--- config.mk ---
export PLATFORM = sky130hd
export DESIGN_NAME = circular_window_sum
export DESIGN_NICKNAME = d
export VERILOG_FILES = /design/src/design/cws_pkg.sv /design/src/design/cws_ram.sv /design/src/design/circular_window_sum.sv
export SDC_FILE = /design/constraint.sdc
export NUM_CORES = 1
export LEC_CHECK = 0
export BUFFER_PORTS_ARGS = -buffer_cell sky130_fd_sc_hd__buf_2
export CORE_ASPECT_RATIO = 0.7
export CORE_MARGIN = 1
export CORE_UTILIZATION = 23
export DETAILED_ROUTE_END_ITERATION = 12
export SYNTH_ARGS = -nofsm -noshare
export SYNTH_HDL_FRONTEND = slang
export SYNTH_SLANG_ARGS = --single-unit
--- constraint.sdc ---
create_clock -name clk_i -period 3.5 [get_ports clk_i]
set_input_delay 0.525 -clock clk_i [delete_from_list [all_inputs] [get_ports clk_i]]
set_output_delay 0.525 -clock clk_i [all_outputs]
set_load 0.05 [all_outputs]
--- src/design/cws_pkg.sv ---
// Package for the circular window sum block.
// Holds shared widths and the default sequence length; no dependencies.
package cws_pkg;

  // Widths fixed by the word format.
  localparam int unsigned DATA_W = 8;
  localparam int unsigned SUM_W  = 14;
  localparam int unsigned WIN_W  = 7;

  // Default for the longest sequence that one load may hold.
  localparam int unsigned MAX_LEN_DEF = 64;

endpackage

--- src/design/cws_ram.sv ---
// Generic simple dual-port RAM: one write port, one read port with registered data.
// Used by the circular window sum block; depends on nothing.
module cws_ram #(
  parameter int unsigned Width = 8,
  parameter int unsigned Depth = 64,
  localparam int unsigned AddrW = (Depth > 1) ? $clog2(Depth) : 1
) (
  input  logic             clk_i,
  input  logic             we_i,
  input  logic [AddrW-1:0] waddr_i,
  input  logic [Width-1:0] wdata_i,
  input  logic [AddrW-1:0] raddr_i,
  output logic [Width-1:0] rdata_o
);

  logic [Width-1:0] mem_q [Depth];
  logic [Width-1:0] rdata_q;

  always_ff @(posedge clk_i) begin
    if (we_i) begin
      mem_q[waddr_i] <= wdata_i;
    end
    rdata_q <= mem_q[raddr_i];
  end

  assign rdata_o = rdata_q;

endmodule

--- src/design/circular_window_sum.sv ---
// Circular window sum: load n bytes (one word per cycle), then emit n window sums.
// After the word that ends the load, the first sum is formed by |window| reads; each
// further sum takes two reads of the single RAM read port, one at each end of the
// window. Input stays stalled until the last sum has been handed to the output.
// Reset clears all control state and the window register to zero; the element RAM is
// not cleared, since every entry is written by the current load before it is read.
module circular_window_sum #(
  parameter int unsigned MaxLen = cws_pkg::MAX_LEN_DEF,
  localparam int unsigned AddrW = (MaxLen > 1) ? $clog2(MaxLen) : 1
) (
  input  logic                        clk_i,
  input  logic                        rst_ni,
  // Configuration: signed window length.
  input  logic                        cfg_we_i,
  input  logic signed [cws_pkg::WIN_W-1:0] cfg_wdata_i,
  // Input words.
  input  logic                        in_valid_i,
  output logic                        in_stall_o,
  input  logic [cws_pkg::DATA_W-1:0]  value_i,
  input  logic                        final_item_i,
  // Result words.
  output logic                        out_valid_o,
  input  logic                        out_stall_i,
  output logic [cws_pkg::SUM_W-1:0]   window_total_o,
  output logic                        final_result_o
);

  localparam int unsigned DataW = cws_pkg::DATA_W;
  localparam int unsigned SumW  = cws_pkg::SUM_W;
  localparam int unsigned WinW  = cws_pkg::WIN_W;

  // Sequencer states.
  localparam logic [1:0] ST_LOAD  = 2'd0;  // taking input words into the RAM
  localparam logic [1:0] ST_INIT  = 2'd1;  // summing the window of position 0
  localparam logic [1:0] ST_PUT   = 2'd2;  // handing a sum to the output register
  localparam logic [1:0] ST_SLIDE = 2'd3;  // second read of a window slide

  // Operation that the RAM data of the next cycle applies to the running sum.
  localparam logic [1:0] OP_NONE = 2'd0;
  localparam logic [1:0] OP_ADD  = 2'd1;
  localparam logic [1:0] OP_SUB  = 2'd2;

  function automatic logic [AddrW-1:0] ptr_inc(input logic [AddrW-1:0] x,
                                               input logic [AddrW-1:0] last);
    return (x == last) ? '0 : AddrW'(x + 1'b1);
  endfunction

  function automatic logic [AddrW-1:0] ptr_dec(input logic [AddrW-1:0] x,
                                               input logic [AddrW-1:0] last);
    return (x == '0) ? last : AddrW'(x - 1'b1);
  endfunction

  logic signed [WinW-1:0] win_q;
  logic [1:0]             state_q, state_d;
  logic [1:0]             op_q, op_d;
  logic [AddrW-1:0]       count_q, count_d;   // words loaded so far
  logic [AddrW-1:0]       last_q, last_d;     // index of the last loaded word, n - 1
  logic [AddrW-1:0]       pos_q, pos_d;       // position whose sum is formed
  logic [AddrW-1:0]       lead_q, lead_d;     // slide pointer that starts at 0
  logic [AddrW-1:0]       walk_q, walk_d;     // walk pointer, later the far slide pointer
  logic [WinW-1:0]        cnt_q, cnt_d;       // reads left for the first window
  logic                   neg_q, neg_d;       // window looks backward
  logic [SumW-1:0]        sum_q, sum_d;
  logic                   out_valid_q;
  logic [SumW-1:0]        total_q;
  logic                   final_q;

  logic                   in_acc;
  logic                   load_end;
  logic                   out_free;
  logic                   out_load;
  logic [WinW-1:0]        mag;
  logic [AddrW-1:0]       rd_addr;
  logic [DataW-1:0]       rd_data;

  // Magnitude of the window; the pattern for minus sixty-four gives 64.
  assign mag = win_q[WinW-1] ? WinW'(~win_q + 1'b1) : WinW'(win_q);

  assign in_stall_o = (state_q != ST_LOAD);
  assign in_acc     = in_valid_i && !in_stall_o;
  assign load_end   = in_acc && (final_item_i || (count_q == AddrW'(MaxLen - 1)));

  // The output register is free when empty or when its word leaves this cycle.
  assign out_free = !out_valid_q || !out_stall_i;
  assign out_load = (state_q == ST_PUT) && out_free;

  // The running sum takes the RAM word that a read issued in the previous cycle returns.
  // Sums are kept modulo 2^14; a slide subtracts and adds back within that range.
  always_comb begin
    case (op_q)
      OP_ADD:  sum_d = sum_q + SumW'(rd_data);
      OP_SUB:  sum_d = sum_q - SumW'(rd_data);
      default: sum_d = sum_q;
    endcase
    if (load_end) begin
      sum_d = '0;
    end
  end

  // Sequencer. Writes happen only while loading and read data is used only afterwards;
  // during the load the read port sits at entry 0 and its data is not applied.
  always_comb begin
    state_d = state_q;
    op_d    = OP_NONE;
    count_d = count_q;
    last_d  = last_q;
    pos_d   = pos_q;
    lead_d  = lead_q;
    walk_d  = walk_q;
    cnt_d   = cnt_q;
    neg_d   = neg_q;
    rd_addr = '0;

    case (state_q)
      ST_LOAD: begin
        if (in_acc) begin
          count_d = AddrW'(count_q + 1'b1);
          if (load_end) begin
            // Capture the sequence length and window, then form the first sum.
            count_d = '0;
            last_d  = count_q;
            pos_d   = '0;
            lead_d  = '0;
            walk_d  = '0;
            cnt_d   = mag;
            neg_d   = win_q[WinW-1];
            state_d = (mag == '0) ? ST_PUT : ST_INIT;
          end
        end
      end

      ST_INIT: begin
        // Walk forward over positions 1..k or backward over -1..-k, with wrap.
        if (neg_q) begin
          rd_addr = ptr_dec(walk_q, last_q);
        end else begin
          rd_addr = ptr_inc(walk_q, last_q);
        end
        walk_d = rd_addr;
        op_d   = OP_ADD;
        cnt_d  = WinW'(cnt_q - 1'b1);
        if (cnt_q == WinW'(1)) begin
          state_d = ST_PUT;
        end
      end

      ST_PUT: begin
        if (out_free) begin
          if (pos_q == last_q) begin
            state_d = ST_LOAD;
          end else begin
            // First half of the slide to the next position.
            if (neg_q) begin
              rd_addr = lead_q;
              op_d    = OP_ADD;
            end else begin
              rd_addr = ptr_inc(lead_q, last_q);
              op_d    = OP_SUB;
            end
            lead_d  = ptr_inc(lead_q, last_q);
            pos_d   = AddrW'(pos_q + 1'b1);
            state_d = ST_SLIDE;
          end
        end
      end

      ST_SLIDE: begin
        // Second half: the far end of the window moves by one.
        if (neg_q) begin
          rd_addr = walk_q;
          op_d    = OP_SUB;
        end else begin
          rd_addr = ptr_inc(walk_q, last_q);
          op_d    = OP_ADD;
        end
        walk_d  = ptr_inc(walk_q, last_q);
        state_d = ST_PUT;
      end

      default: begin
        state_d = ST_LOAD;
      end
    endcase
  end

  always_ff @(posedge clk_i or negedge rst_ni) begin
    if (!rst_ni) begin
      win_q       <= '0;
      state_q     <= ST_LOAD;
      op_q        <= OP_NONE;
      count_q     <= '0;
      last_q      <= '0;
      pos_q       <= '0;
      lead_q      <= '0;
      walk_q      <= '0;
      cnt_q       <= '0;
      neg_q       <= 1'b0;
      sum_q       <= '0;
      out_valid_q <= 1'b0;
    end else begin
      if (cfg_we_i) begin
        win_q <= cfg_wdata_i;
      end
      state_q <= state_d;
      op_q    <= op_d;
      count_q <= count_d;
      last_q  <= last_d;
      pos_q   <= pos_d;
      lead_q  <= lead_d;
      walk_q  <= walk_d;
      cnt_q   <= cnt_d;
      neg_q   <= neg_d;
      sum_q   <= sum_d;
      if (out_load) begin
        out_valid_q <= 1'b1;
      end else if (!out_stall_i) begin
        out_valid_q <= 1'b0;
      end
    end
  end

  // Output payload; the sum includes the word returned in this cycle.
  always_ff @(posedge clk_i) begin
    if (out_load) begin
      total_q <= sum_d;
      final_q <= (pos_q == last_q);
    end
  end

  assign out_valid_o    = out_valid_q;
  assign window_total_o = total_q;
  assign final_result_o = final_q;

  cws_ram #(
    .Width(DataW),
    .Depth(MaxLen)
  ) u_ram (
    .clk_i  (clk_i),
    .we_i   (in_acc),
    .waddr_i(count_q),
    .wdata_i(value_i),
    .raddr_i(rd_addr),
    .rdata_o(rd_data)
  );

  // While loading, no RAM read result is waiting to be applied.
  a_load_no_op: assert property (@(posedge clk_i) disable iff (!rst_ni)
    (state_q == ST_LOAD) |-> (op_q == OP_NONE))
    else $error("read pending while loading");

  // The first-window walk always has reads left to issue.
  a_init_cnt: assert property (@(posedge clk_i) disable iff (!rst_ni)
    (state_q == ST_INIT) |-> (cnt_q != '0))
    else $error("first-window walk without reads left");

  // Handing over the sum of the last position returns the block to loading.
  a_last_to_load: assert property (@(posedge clk_i) disable iff (!rst_ni)
    (out_load && (pos_q == last_q)) |=> (state_q == ST_LOAD))
    else $error("sequencer did not return to loading after the last sum");

  // The emitted position never runs past the end of the loaded sequence.
  a_pos_range: assert property (@(posedge clk_i) disable iff (!rst_ni)
    ((state_q == ST_PUT) || (state_q == ST_SLIDE)) |-> (pos_q <= last_q))
    else $error("position beyond the loaded sequence");

endmodule

==> flow_summary.toml <==
[outcome]
status = "complete, no violations"

[clock_network]
htreeDepth = 2
clock_latency_ps = 630
clkTransAtPathRegs_ps = 70
ctsRootBufferMaster = "clkbuf_16"
max-clock-path-buffers = 3
cts_buffers = 58
clkSinkCount = 599
cts_tree = "built"

[logic_synthesis]
syn-cell-area_um2 = 26100
muxShareOfSynthArea = 0.0295
yosysWarnings = 0
synth.area.top_cells = "edfxtp_1 (61%), nand2_1 (7.4%), dfrtp_1 (6.1%)"
yosysSeqAreaShare = 0.674
synth_xor_area_frac = 0.0161
synth_area_leader_cell = "edfxtp_1"
postSynthAreaPerCell_um2 = 12.0
synth_top_area_frac = 0.607
synth_edf_count = 527
synth_top_family_by_area = "simple AND/OR/NAND/NOR gates"
syn_nets = 2213
synth-main-ff-cell = "edfxtp_1"
synthArstFlopShare = 0.107
synth-simple-area-share = 0.174
ys_ff_latch = 599
synth_compound_area_frac = 0.0670
synthAdderAreaFrac = 0.0123
synth_cell_types = 80
syn_inst = 2167

[critical_path]
r2r_end = "u_ram.rdata_o[7]"
startpoint = "walk_q[1]"
cp-endpoint = "u_ram.rdata_o[7]"
critPathSlowestCell = "a211oi_1"
reg2reg_from = "walk_q[1]"
slowest_delay_ps = 560
reg2reg_depth = 14
required_ps = 4040
worstPathCellList = "inv_1, ha_4, or3b_4, nor4_2, a21oi_1, o2111ai_2, and2_4, buf_12, buf_4, clkbuf_16, mux2i_1, a211oi_1, nor4_1, nor4_2"
path_class = "register to register"
endpoint_kind = "register"
cp.arrival_ps = 3960
r2r_slack_ps = 90
cp_common_cell = "nor4_2"
crit_path_start_kind = "register"
critPathMaxFanout = 15

[cells_and_area]
layout.cells.non_filler = 3905
nNetsFinal = 2393
areaGrowthSynthToFinish_pct = 21.7
drive_gt1_frac = 0.174
postLayoutCellArea_um2 = 31700
n_antenna_cell = 0

[timing]
skew_ps = 15.0
finalSetupViolations = 0
worst_pin_slew_ps = 1160
tns_ps = 0
period_minus_slack_ps = 3410
fmax_mhz = 293
slew_violations = 0
hold_viol = 0
min_period_over_period = 0.975
slew-limit-headroom = 0.223

[placed_design]
dp_cells = 3778
finalWeightedCongestion = 0.854
portBuffers = 37
hpwl_um = 44900
placed_cell_area_um2 = 29300

[pwr]
power_frac_clock = 0.201
seqPwrFrac = 0.270
p_int_uw = 19100
max-vdd-ir-drop_uv = 529
p_comb_frac = 0.528
leakage_uw = 0.0117
p_total_uw = 32600
cellPowerDensity_nw_per_um2 = 1030
p_sw_frac = 0.413
p_switching_uw = 13500

[global_route]
track_usage = 0.116
grt_pass1_wl_um = 104000
gr-total-overflow = 0
first_global_vias = 16600
antenna_found_initial = 3
grt_max_degree = 51

[floorplanning]
initial_core_util = 0.234
rows = 102
io_pins = 38
dieArea_um2 = 115000
core-area_um2 = 112000
die_x_um = 404
die_y_um = 284

[drt]
wl_per_cell_um = 17.9
drt-vias-per-instance = 4.52
ant_nets = 0
firstDrtPassIters = 5
vias = 17600
drc = 0
wirelength_um = 69700
initialDrtViolationCount = 1811

[min_path]
hold_start = "cfg_wdata_i[0]"
hp-class = "primary input to register"

[run]
max_cap_viol_count = 0
## routing by layer
metal | GRT usage | part of all wire | up-vias
li1 | - | - | 8214
met1 | 0.180 | 0.49 | 8742
met2 | 0.167 | 0.42 | 610
met3 | 0.0217 | 0.076 | 79
met4 | 0.0230 | 0.015 | 0
met5 | 0 | 0 | -
## sequential cells by signal, summed over array words and instances (netlist names)
| name | flops |
|---|---|
| state_q | 2 |
| win_q | 7 |
| cnt_q | 7 |
| final_result_o | 1 |
| u_ram.rdata_o | 8 |
| neg_q | 1 |
| op_q | 2 |
| walk_q | 6 |
| lead_q | 6 |
| sum_q | 14 |
| count_q | 6 |
| out_valid_o | 1 |
| u_ram.mem_q | 512 |
| last_q | 6 |
| pos_q | 6 |
| window_total_o | 14 |
## cell type report
| class | count | area (um^2) |
|---|---|---|
| well taps | 1508 | 1890 |
| flip-flops and latches | 599 | 17600 |
| multi-input cells | 1414 | 7980 |
| fillers | 11400 | 79800 |
| clock buffers | 66 | 1520 |
| repair buffers | 249 | 2210 |
| inverters | 25 | 93.8 |
| clock inverters | 44 | 449 |
## Yosys cell counts (4+ instances only)
cell and number:
and4_1 14, o21ai_1 22, o21ai_0 79, nor4_2 16, buf_4 11, o22ai_1 18
ha_1 24, inv_1 25, mux2_2 6, and2_1 4, a211oi_1 16, a31oi_1 4
o31ai_1 8, xnor2_1 22, a21oi_1 76, nor2b_1 8, nand2_1 516, a32oi_1 20
nand4_1 5, buf_2 40, or3_1 8, and3_1 36, dfxtp_1 8, xor2_1 26
nand2b_1 13, buf_1 7, edfxtp_1 527, clkbuf_1 65, nor3_1 19, nor2_1 136
mux2i_1 70, dfrtp_1 64, nor4_1 11, o21a_1 4, nand3_1 167, buf_6 5
## kinds of logic (layout without fill, tap and decap cells)
group,Yosys count,count (layout)
buffers and inverters,154,384
and+or+nand+nor,982,982
adders and majority gates,25,25
DFF,599,599
xor gates and xnor gates,48,48
AOI/OAI and AO/OA,283,283
muxes,76,76
## critical path, delay by kind of cell, from the launching register on
family	cells	cell delay, ps
compound gates	3	920
fa+ha+maj	1	140
buf+inv	4	610
flops	1	380
mux	1	80
simple gates	5	1190
## stage by stage
stage / hold WS [ps] / utilization / setup WS, ps
floorplan: 229 / - / 109
global placement: 500 / 0.263 / -68.8
detailed placement: 497 / 0.263 / -92.8
CTS: 76.1 / 0.281 / 2.56
global route: 108 / 0.284 / -22.0
finish: 111 / 0.284 / 86.4
## worst min path at each step
stage | to | depth (start not counted) | slack (ps)
4_1_cts | win_q[0] | 3 | 80
3_3_place_gp | cnt_q[6] | 1 | 500
5_1_grt | win_q[1] | 3 | 110
3_5_place_dp | cnt_q[6] | 1 | 500
2_1_floorplan | cnt_q[0] | 0 | 230
6_report | win_q[0] | 3 | 110
## cell usage in the layout (no fill, tap or decap), types with 63 or more instances in the layout
cell       Yosys  routed
edfxtp_1     527     527
nand2_1      516     515
buf_4         11     176
nand3_1      167     167
nor2_1       136     135
a21oi_1       76      74
o21ai_0       79      70
mux2i_1       70      68
clkbuf_16      0      63
dfrtp_1       64      63
## power by group through the flow
stage               sequential [uW]  combinational, uW  clock (uW)
finish                         8810              17200        6560
global route                   8870              18600        6940
CTS                            8810              16000        6660
detailed placement             8950              15900           0
global placement               8940              15700           0
floorplan                      9060               9640           0
## repair_timing
action / 4_1_cts / 5_1_grt
endpoints found under the hold margin: 29 / 0
hold buffers: 1 / 0
endpoints found under the setup margin: 4 / 14
pin swaps: 2 / 12
buffers inserted: 2 / 10
resized for setup: 4 / 51
cloned: 0 / 4
(Power assumes the default switching activity.)
